**config.mk**
```make
export PLATFORM = sky130hd
export DESIGN_NAME = comment_stripping_line_reader
export DESIGN_NICKNAME = d
export VERILOG_FILES = /design/src/hdl/clr_pkg.sv /design/src/hdl/clr_ctrl.sv /design/src/hdl/clr_datapath.sv /design/src/hdl/comment_stripping_line_reader.sv
export SDC_FILE = /design/constraint.sdc
export NUM_CORES = 1
export LEC_CHECK = 0
export BUFFER_PORTS_ARGS = -buffer_cell sky130_fd_sc_hd__buf_2
export CAP_MARGIN = 20
export CORE_UTILIZATION = 56
export DETAILED_ROUTE_END_ITERATION = 6
export MAX_ROUTING_LAYER = met4
export PLACE_DENSITY = 0.8
export SETUP_SLACK_MARGIN = 0.05
export SLEW_MARGIN = 40
export SYNTH_ARGS = -nofsm -noshare
export SYNTH_HDL_FRONTEND = slang
export SYNTH_SLANG_ARGS = --single-unit
```
**constraint.sdc**
```tcl
create_clock -name clk -period 4.7 [get_ports clk]
set_input_delay 0.705 -clock clk [delete_from_list [all_inputs] [get_ports clk]]
set_output_delay 0.705 -clock clk [all_outputs]
set_load 0.01 [all_outputs]
```
**src/hdl/clr_pkg.sv**
```systemverilog
// ----------------------------------------------------------------------------
// clr_pkg
// Shared types, character codes and helpers for the comment-stripping
// line reader.
// ----------------------------------------------------------------------------
package clr_pkg;

  localparam int MAX_LINE = 64;
  localparam int LEN_W    = $clog2(MAX_LINE + 1);
  localparam int ADDR_W   = $clog2(MAX_LINE);

  localparam logic [7:0] CH_QUOTE     = 8'd34;
  localparam logic [7:0] CH_SLASH     = 8'd47;
  localparam logic [7:0] CH_STAR      = 8'd42;
  localparam logic [7:0] CH_BACKSLASH = 8'd92;
  localparam logic [7:0] CH_LF        = 8'd10;
  localparam logic [7:0] CH_CR        = 8'd13;
  localparam logic [7:0] CH_TAB       = 8'd9;
  localparam logic [7:0] CH_SPACE     = 8'd32;

  localparam logic [1:0] STATUS_OK       = 2'd0;
  localparam logic [1:0] STATUS_OVERFLOW = 2'd1;
  localparam logic [1:0] STATUS_IN_BLOCK = 2'd2;

  typedef struct packed {
    logic [7:0] in_byte;
    logic       end_of_input;
  } in_item_t;

  typedef struct packed {
    logic [7:0]       out_char;
    logic             char_valid;
    logic             last_of_line;
    logic [LEN_W-1:0] line_length;
    logic [1:0]       line_status;
  } out_item_t;

  typedef enum logic [2:0] {
    S_IDLE,
    S_RELOAD_RD,
    S_RELOAD_CAP,
    S_TRIM_RD,
    S_TRIM_CHK,
    S_EMIT_RD,
    S_EMIT_PUT
  } state_t;

  // What an accepted beat asks of the sequencer
  typedef enum logic [1:0] {
    ACT_NONE,
    ACT_RELOAD,
    ACT_EMIT_TRIM,
    ACT_EMIT_RAW
  } action_t;

  typedef enum logic [1:0] {
    RD_LAST,
    RD_TRIM,
    RD_EMIT
  } rd_sel_t;

  typedef struct packed {
    logic    accept;
    logic    rd_en;
    rd_sel_t rd_sel;
    logic    reload_cap;
    logic    trim_dec;
    logic    emit_load;
    logic    k_inc;
  } cmd_t;

  typedef struct packed {
    action_t act;
    logic    len_zero;
    logic    rdata_space;
    logic    emit_last;
    logic    out_free;
  } status_t;

  function automatic logic is_space(input logic [7:0] c);
    return (c == CH_SPACE) || (c == CH_TAB) || (c == CH_CR) || (c == CH_LF);
  endfunction

endpackage

```
**src/hdl/clr_ctrl.sv**
```systemverilog
// ----------------------------------------------------------------------------
// clr_ctrl
// Sequencer: takes beats, reloads the last stored character after a removal,
// walks back over trailing whitespace and then walks the line out.
// ----------------------------------------------------------------------------
module clr_ctrl (
  input  logic            clk,
  input  logic            rst,
  input  logic            in_valid,
  output logic            in_stall,
  input  clr_pkg::status_t sts,
  output clr_pkg::cmd_t   cmd
);
  import clr_pkg::*;

  state_t state, state_next;

  always_ff @(posedge clk) begin
    if (rst) begin
      state <= S_IDLE;
    end else begin
      state <= state_next;
    end
  end

  always_comb begin
    state_next = state;
    unique case (state)
      S_IDLE: begin
        if (in_valid) begin
          unique case (sts.act)
            ACT_NONE:      state_next = S_IDLE;
            ACT_RELOAD:    state_next = S_RELOAD_RD;
            ACT_EMIT_TRIM: state_next = S_TRIM_RD;
            ACT_EMIT_RAW:  state_next = S_EMIT_RD;
            default:       state_next = S_IDLE;
          endcase
        end
      end
      S_RELOAD_RD:  state_next = S_RELOAD_CAP;
      S_RELOAD_CAP: state_next = S_IDLE;
      S_TRIM_RD:    state_next = sts.len_zero ? S_EMIT_PUT : S_TRIM_CHK;
      S_TRIM_CHK:   state_next = sts.rdata_space ? S_TRIM_RD : S_EMIT_RD;
      S_EMIT_RD:    state_next = S_EMIT_PUT;
      S_EMIT_PUT: begin
        if (sts.out_free) begin
          state_next = (sts.len_zero || sts.emit_last) ? S_IDLE : S_EMIT_RD;
        end
      end
      default:      state_next = S_IDLE;
    endcase
  end

  always_comb begin
    cmd      = '0;
    cmd.rd_sel = RD_LAST;
    in_stall = 1'b1;
    unique case (state)
      S_IDLE: begin
        in_stall   = 1'b0;
        cmd.accept = in_valid;
      end
      S_RELOAD_RD: begin
        cmd.rd_en  = 1'b1;
        cmd.rd_sel = RD_LAST;
      end
      S_RELOAD_CAP: cmd.reload_cap = 1'b1;
      S_TRIM_RD: begin
        cmd.rd_en  = !sts.len_zero;
        cmd.rd_sel = RD_TRIM;
      end
      S_TRIM_CHK: cmd.trim_dec = sts.rdata_space;
      S_EMIT_RD: begin
        cmd.rd_en  = 1'b1;
        cmd.rd_sel = RD_EMIT;
      end
      S_EMIT_PUT: begin
        cmd.emit_load = sts.out_free;
        cmd.k_inc     = sts.out_free && !sts.emit_last && !sts.len_zero;
      end
      default: cmd = '0;
    endcase
  end

endmodule

```
**src/hdl/clr_datapath.sv**
```systemverilog
// ----------------------------------------------------------------------------
// clr_datapath
// Line store, lexer flags, fill count, beat decode and the output register.
// ----------------------------------------------------------------------------
module clr_datapath (
  input  logic                      clk,
  input  logic                      rst,
  input  clr_pkg::in_item_t         in_data,
  output logic                      out_valid,
  input  logic                      out_stall,
  output clr_pkg::out_item_t        out_data,
  input  logic                      cfg_write,
  input  logic [clr_pkg::LEN_W-1:0] cfg_data,
  input  clr_pkg::cmd_t             cmd,
  output clr_pkg::status_t          sts
);
  import clr_pkg::*;

  localparam logic [LEN_W-1:0] LIM_HI = LEN_W'(MAX_LINE);
  localparam logic [LEN_W-1:0] LIM_LO = LEN_W'(2);

  logic [7:0]        mem [MAX_LINE];
  logic [7:0]        rdata;
  logic [ADDR_W-1:0] rd_addr;

  logic [LEN_W-1:0]  max_length;
  logic [LEN_W-1:0]  lim;
  logic [LEN_W-1:0]  fill;
  logic [7:0]        last_char;
  logic              blk, quoted, pws, skip, drop;

  logic [LEN_W-1:0]  len;
  logic [ADDR_W-1:0] k;
  logic [1:0]        emit_status;

  // decode of the beat on offer
  action_t           act;
  logic [LEN_W-1:0]  d_len;
  logic [1:0]        d_status;
  logic              d_write;
  logic [LEN_W-1:0]  fill_next;
  logic              blk_next, quoted_next, pws_next, skip_next, drop_next;

  logic [7:0]        ch;
  logic              last_slash, last_bslash;

  assign ch          = in_data.in_byte;
  assign last_slash  = (fill != '0) && (last_char == CH_SLASH);
  assign last_bslash = (fill != '0) && (last_char == CH_BACKSLASH);

  always_comb begin
    if (max_length < LIM_LO) lim = LIM_LO;
    else if (max_length > LIM_HI) lim = LIM_HI;
    else lim = max_length;
  end

  always_comb begin
    act         = ACT_NONE;
    d_len       = '0;
    d_status    = STATUS_OK;
    d_write     = 1'b0;
    fill_next   = fill;
    blk_next    = blk;
    quoted_next = quoted;
    pws_next    = pws;
    skip_next   = skip;
    drop_next   = drop;
    if (in_data.end_of_input) begin
      act       = ACT_EMIT_TRIM;
      d_len     = drop ? '0 : fill;
      d_status  = (!drop && blk) ? STATUS_IN_BLOCK : STATUS_OK;
      drop_next = 1'b0;
    end else if (drop) begin
      if (ch == CH_LF) begin
        drop_next = 1'b0;
        skip_next = 1'b1;
      end
    end else if (!(skip && is_space(ch))) begin
      skip_next = 1'b0;
      if (blk) begin
        if (pws && ch == CH_SLASH) begin
          blk_next  = 1'b0;
          pws_next  = 1'b0;
          skip_next = 1'b1;
        end else begin
          pws_next = (ch == CH_STAR);
        end
      end else if (!quoted && ch == CH_SLASH && last_slash) begin
        // line comment: emit what stands before the first slash
        act       = ACT_EMIT_TRIM;
        d_len     = fill - LEN_W'(1);
        drop_next = 1'b1;
      end else if (!quoted && ch == CH_STAR && last_slash) begin
        act       = ACT_RELOAD;
        fill_next = fill - LEN_W'(1);
        blk_next  = 1'b1;
        pws_next  = 1'b0;
      end else begin
        if (ch == CH_QUOTE) quoted_next = !quoted;
        if (ch == CH_CR) begin
          act = ACT_NONE;
        end else if (ch == CH_LF) begin
          if (last_bslash) begin
            act       = ACT_RELOAD;
            fill_next = fill - LEN_W'(1);
            skip_next = 1'b1;
          end else begin
            act   = ACT_EMIT_TRIM;
            d_len = fill;
          end
        end else if (fill < lim) begin
          d_write   = 1'b1;
          fill_next = fill + LEN_W'(1);
        end else begin
          act       = ACT_EMIT_RAW;
          d_len     = lim - LEN_W'(1);
          d_status  = STATUS_OVERFLOW;
          drop_next = 1'b1;
        end
      end
    end
    // any emission starts the next line afresh
    if (act == ACT_EMIT_TRIM || act == ACT_EMIT_RAW) begin
      fill_next   = '0;
      blk_next    = 1'b0;
      quoted_next = 1'b0;
      pws_next    = 1'b0;
      skip_next   = !drop_next;
    end
  end

  always_ff @(posedge clk) begin
    if (rst) begin
      max_length <= LEN_W'(MAX_LINE);
    end else if (cfg_write) begin
      max_length <= cfg_data;
    end
  end

  always_ff @(posedge clk) begin
    if (rst) begin
      fill   <= '0;
      blk    <= 1'b0;
      quoted <= 1'b0;
      pws    <= 1'b0;
      skip   <= 1'b1;
      drop   <= 1'b0;
    end else if (cmd.accept) begin
      fill   <= fill_next;
      blk    <= blk_next;
      quoted <= quoted_next;
      pws    <= pws_next;
      skip   <= skip_next;
      drop   <= drop_next;
    end
  end

  always_ff @(posedge clk) begin
    if (cmd.accept && d_write) begin
      mem[fill[ADDR_W-1:0]] <= ch;
    end
    if (cmd.rd_en) begin
      rdata <= mem[rd_addr];
    end
  end

  always_comb begin
    rd_addr = '0;
    case (cmd.rd_sel)
      RD_LAST: rd_addr = ADDR_W'(fill - LEN_W'(1));
      RD_TRIM: rd_addr = ADDR_W'(len - LEN_W'(1));
      RD_EMIT: rd_addr = k;
      default: rd_addr = '0;
    endcase
  end

  always_ff @(posedge clk) begin
    if (cmd.accept && d_write) begin
      last_char <= ch;
    end else if (cmd.reload_cap) begin
      last_char <= rdata;
    end
  end

  always_ff @(posedge clk) begin
    if (cmd.accept) begin
      len         <= d_len;
      emit_status <= d_status;
      k           <= '0;
    end else begin
      if (cmd.trim_dec) len <= len - LEN_W'(1);
      if (cmd.k_inc) k <= k + ADDR_W'(1);
    end
  end

  always_ff @(posedge clk) begin
    if (rst) begin
      out_valid <= 1'b0;
    end else if (cmd.emit_load) begin
      out_valid <= 1'b1;
    end else if (!out_stall) begin
      out_valid <= 1'b0;
    end
  end

  always_ff @(posedge clk) begin
    if (cmd.emit_load) begin
      if (sts.len_zero) begin
        out_data <= '{out_char: 8'd0, char_valid: 1'b0, last_of_line: 1'b1,
                      line_length: '0, line_status: emit_status};
      end else begin
        out_data <= '{out_char: rdata, char_valid: 1'b1, last_of_line: sts.emit_last,
                      line_length: len, line_status: emit_status};
      end
    end
  end

  assign sts.act         = act;
  assign sts.len_zero    = (len == '0);
  assign sts.rdata_space = is_space(rdata);
  assign sts.emit_last   = ({1'b0, k} == (len - LEN_W'(1)));
  assign sts.out_free    = !out_valid || !out_stall;

endmodule

```
**src/hdl/comment_stripping_line_reader.sv**
```systemverilog
// ----------------------------------------------------------------------------
// comment_stripping_line_reader
// Gathers text bytes into logical lines with comments, CR and surrounding
// whitespace removed, and hands each line out one character per beat.
// ----------------------------------------------------------------------------
// A byte that does not finish a line is taken in while the reader is idle, so
// such bytes stream at one per cycle. A byte that removes the last stored
// character (the slash opening a block comment, or a backslash joined to the
// next line) passes through RELOAD_RD and RELOAD_CAP, as the new last
// character is read back from the line store. A byte that ends a line starts
// the trim walk, which reads back from the end, drops trailing whitespace and
// stops at a kept character, or for an empty line goes to its single beat;
// each character is then read and put out in turn, holding while the output
// is stalled. An overflowing line is emitted untrimmed, with no trim walk.
// The single read port of the line store is walked once for the trim and
// once for the emission. Input is stalled while a line is being walked out.
// ----------------------------------------------------------------------------
module comment_stripping_line_reader (
  input  logic                      clk,
  input  logic                      rst,
  input  logic                      in_valid,
  output logic                      in_stall,
  input  clr_pkg::in_item_t         in_data,
  output logic                      out_valid,
  input  logic                      out_stall,
  output clr_pkg::out_item_t        out_data,
  input  logic                      cfg_write,
  input  logic [clr_pkg::LEN_W-1:0] cfg_data
);
  import clr_pkg::*;

  cmd_t    cmd;
  status_t sts;

  clr_ctrl u_ctrl (
    .clk      (clk),
    .rst      (rst),
    .in_valid (in_valid),
    .in_stall (in_stall),
    .sts      (sts),
    .cmd      (cmd)
  );

  clr_datapath u_dp (
    .clk       (clk),
    .rst       (rst),
    .in_data   (in_data),
    .out_valid (out_valid),
    .out_stall (out_stall),
    .out_data  (out_data),
    .cfg_write (cfg_write),
    .cfg_data  (cfg_data),
    .cmd       (cmd),
    .sts       (sts)
  );

endmodule

```
==> impl_metrics.tcl <==
set metrics [dict create \
    grtUsageTotal_pct 30.02 \
    clk_pin_slew_ps 70 \
    seqPwrFrac_pct 50.2 \
    cp_max_fo 30 \
    power_density_nw_per_um2 416.0 \
    r2r_start "u_dp.fill[1]" \
    yosysMostFrequentCell "edfxtp_1" \
    cp_top_family "compound AO/OA/AOI/OAI gates" \
    rows 77 \
    synth_common_cells "556 x edfxtp_1, 380 x nand2_1, 168 x nand3_1" \
    yosysWarningCount 0 \
    cp-start-kind "flop" \
    final_area_um2 27850 \
    routed_via_density 6.525 \
    drc 0 \
    crit_chain "inv_1 > ha_1 > and2_1 > o21ai_0 > and3_4 > nand2_1 > o22ai_1 > a211oi_1 > a211oi_1 > a31oi_1 > and3_1" \
    postSynth.asyncResetShare_pct 0 \
    synth_edf_count 556 \
    crit_slowest_cell "and3_4" \
    antenna_found_initial 3 \
    fin_skew_ps 15.48 \
    synth_top_area_share_pct 66.31 \
    core_area_um2 44320 \
    cp.required_ps 5060 \
    dpl_cell_area_um2 26050 \
    arrival_ps 4750 \
    p_leak_nw 9.400 \
    combPwrFrac_pct 11.7 \
    synth.ff_latch_count 585 \
    hpwl_um 41450 \
    synth_cell_types 88 \
    synthFlopType "edfxtp_1" \
    numCtsBuffers 55 \
    finalHoldViolCount 0 \
    syn_area_um2 25180 \
    cts_sinks 585 \
    drive_gt1_share_pct 11.80 \
    cts_setup_buffers 0 \
    path_buf_inv 1 \
    power.switching_w 0.002847 \
    post_cts_resize_count 0 \
    insertion_delay_ps 620 \
    die-area_um2 45820 \
    fp.dieW_um 214.1 \
    ys_seq_area_share_pct 68.61 \
    die_h_um 214.1 \
    grt_setup_unrepaired "no" \
    start_util_pct 56.82 \
    synth_area_leaders "edfxtp_1 66%, nand2_1 5.7%, nand3_1 3.3%" \
    synth_area_leader_cell "edfxtp_1" \
    gp_congestion 1.001 \
    crit_top_cell "a211oi_1" \
    tightest_slew_ps 939.7 \
    p_sw_share_pct 24.57 \
    vias 17200 \
    end_kind "flop" \
    place.port_buffers 41 \
    post-route-util_pct 62.84 \
    synthCells 1984 \
    layout_min_cycle_time_ps 4391 \
    cts_hold_buf 0 \
    area_growth_pct 10.59 \
    cp_slowest_stage_delay_ps 630 \
    relSlewSlack_pct 37.18 \
    io_pins 42 \
    path_class "reg2reg" \
    p_total_w 0.01159 \
    synth.avg_cell_area_um2 12.69 \
    nFillCells 3147 \
    nNetsFinal 2034 \
    hold_end "u_dp.max_length[5]" \
    grt_start_max_net_pins 67 \
    maxCapViolCount 0 \
    clk_path_buf_depth 3 \
    setup_viol 0 \
    r2r_cells 11 \
    first_pass_iters 6 \
    worst_r2r_endpoint "u_dp.rdata[5]" \
    grt_pass1_vias 16540 \
    cts_tree "yes" \
    drv_slew 0 \
    ant_nets 0 \
    fmax_mhz 227.8 \
    clkPwrFrac_pct 38.1 \
    htreeDepth 2 \
    vdd_drop_max_mv 0.2545 \
    drt_iter0_drc 2379 \
    timing.hold.worst_path_depth 3 \
    p_int_w 0.008739 \
    drt_wl_total_um 66650 \
    status "complete, no violations" \
    min_path_type "in2reg" \
    wl_per_cell_um 25.29 \
    syn_nets 2016 \
    tns_ps 0 \
    cts-root-buf "clkbuf_16" \
    r2r_setup_slack_ps 310 \
    grt-ovfl-total 0 \
    grt_first_pass_wirelength_um 100500 \
    period_share_pct 93.42 \
    min_from "cfg_data[5]" \
]
[cells by family (layout without fill, tap and decap cells)]
family | Yosys count | after routing | synth area share [%]
compound gates | 290 | 290 | 7.776
xor+xnor | 20 | 20 | 0.7801
fa+ha+maj | 11 | 11 | 0.5466
buf+inv | 144 | 203 | 2.638
flops | 585 | 585 | 68.61
mux | 98 | 98 | 4.045
other cells | 0 | 1 | 0
simple gates | 836 | 836 | 15.60
[flip-flops by register name, summed over array words and instances (netlist names)]
signal and count:
u_dp.len 7, u_dp.rdata 8, u_dp.blk 1, u_dp.out_data 19, u_dp.mem 512, u_dp.emit_status 2, u_dp.last_char 8, u_dp.fill 7
u_dp.max_length 7, u_dp.k 6, u_dp.drop 1, u_dp.out_valid 1, u_dp.pws 1, u_ctrl.state 3, u_dp.skip 1, u_dp.quoted 1
[final cells by class]
cell class / instances / area [µm²] / share of cell area, %
clock inverter: 31 / 317.8 / 1.141
sequential: 585 / 17280 / 62.04
tap: 592 / 740.7 / 2.660
inverter: 18 / 67.56 / 0.2426
timing repair buffer: 87 / 670.6 / 2.408
antenna: 1 / 2.502 / 0.008986
clock buffer: 67 / 1464 / 5.257
multi-input combinational: 1255 / 7307 / 26.24
[power groups by stage]
stage / clock (W) / sequential [W] / combinational, W
after global routing: 0.00462 / 0.00582 / 0.00144
after floorplan: 0 / 0.00590 / 0.000868
after detailed placement: 0 / 0.00593 / 0.00131
final: 0.00441 / 0.00582 / 0.00135
after global placement: 0 / 0.00592 / 0.00128
after CTS: 0.00444 / 0.00582 / 0.00132
[worst min-delay path, stage by stage]
cell and delay, ps:
buf_2 80, mux2i_1 60, nor2_1 80
[routing by layer]
| metal | routed length [µm] | share of wire [%] | vias up | track usage, % |
|---|---|---|---|---|
| met2 | 30540 | 46 | 1215 | 45.41 |
| met5 | 0 | 0 | - | - |
| met3 | 7995 | 12 | 200 | 5.901 |
| li1 | - | - | 7467 | - |
| met1 | 25090 | 38 | 8317 | 39.96 |
| met4 | 3028 | 4.5 | 0 | 12.64 |
[per-stage QoR]
step | hold slack, ps | instances | setup slack (ps)
finish | 344.0 | 2636 | 309.4
global route | 350.1 | 2636 | 232.6
CTS | 326.7 | 2635 | 388.2
detailed placement | 407.5 | 2537 | 457.4
global placement | 405.7 | 2537 | 612.5
floorplan | 400.3 | 1984 | 1314
[worst max path at each step]
stage | from | cells past startpoint | slack (ps) | to
global route | u_dp.fill[1] | 11 | 230 | u_dp.rdata[3]
finish | u_dp.fill[1] | 11 | 310 | u_dp.rdata[5]
CTS | u_dp.fill[1] | 11 | 390 | u_dp.rdata[5]
floorplan | u_dp.fill[1] | 11 | 1310 | u_dp.mem[31][0]
detailed placement | u_dp.len[0] | 12 | 460 | u_dp.rdata[5]
global placement | u_dp.len[0] | 12 | 610 | u_dp.rdata[5]
[placed cells by master (no fill, tap or decap), drive strengths merged, types with 34 or more instances in the layout]
| master | n |
|---|---|
| mux2i | 68 |
| edfxtp | 556 |
| a21oi | 78 |
| nor2 | 119 |
| o21ai | 40 |
| a31oi | 34 |
| buf | 87 |
| nand3 | 169 |
| and3 | 50 |
| clkbuf | 67 |
| nand2 | 380 |
No activity file was read; power rests on OpenSTA's default activity.
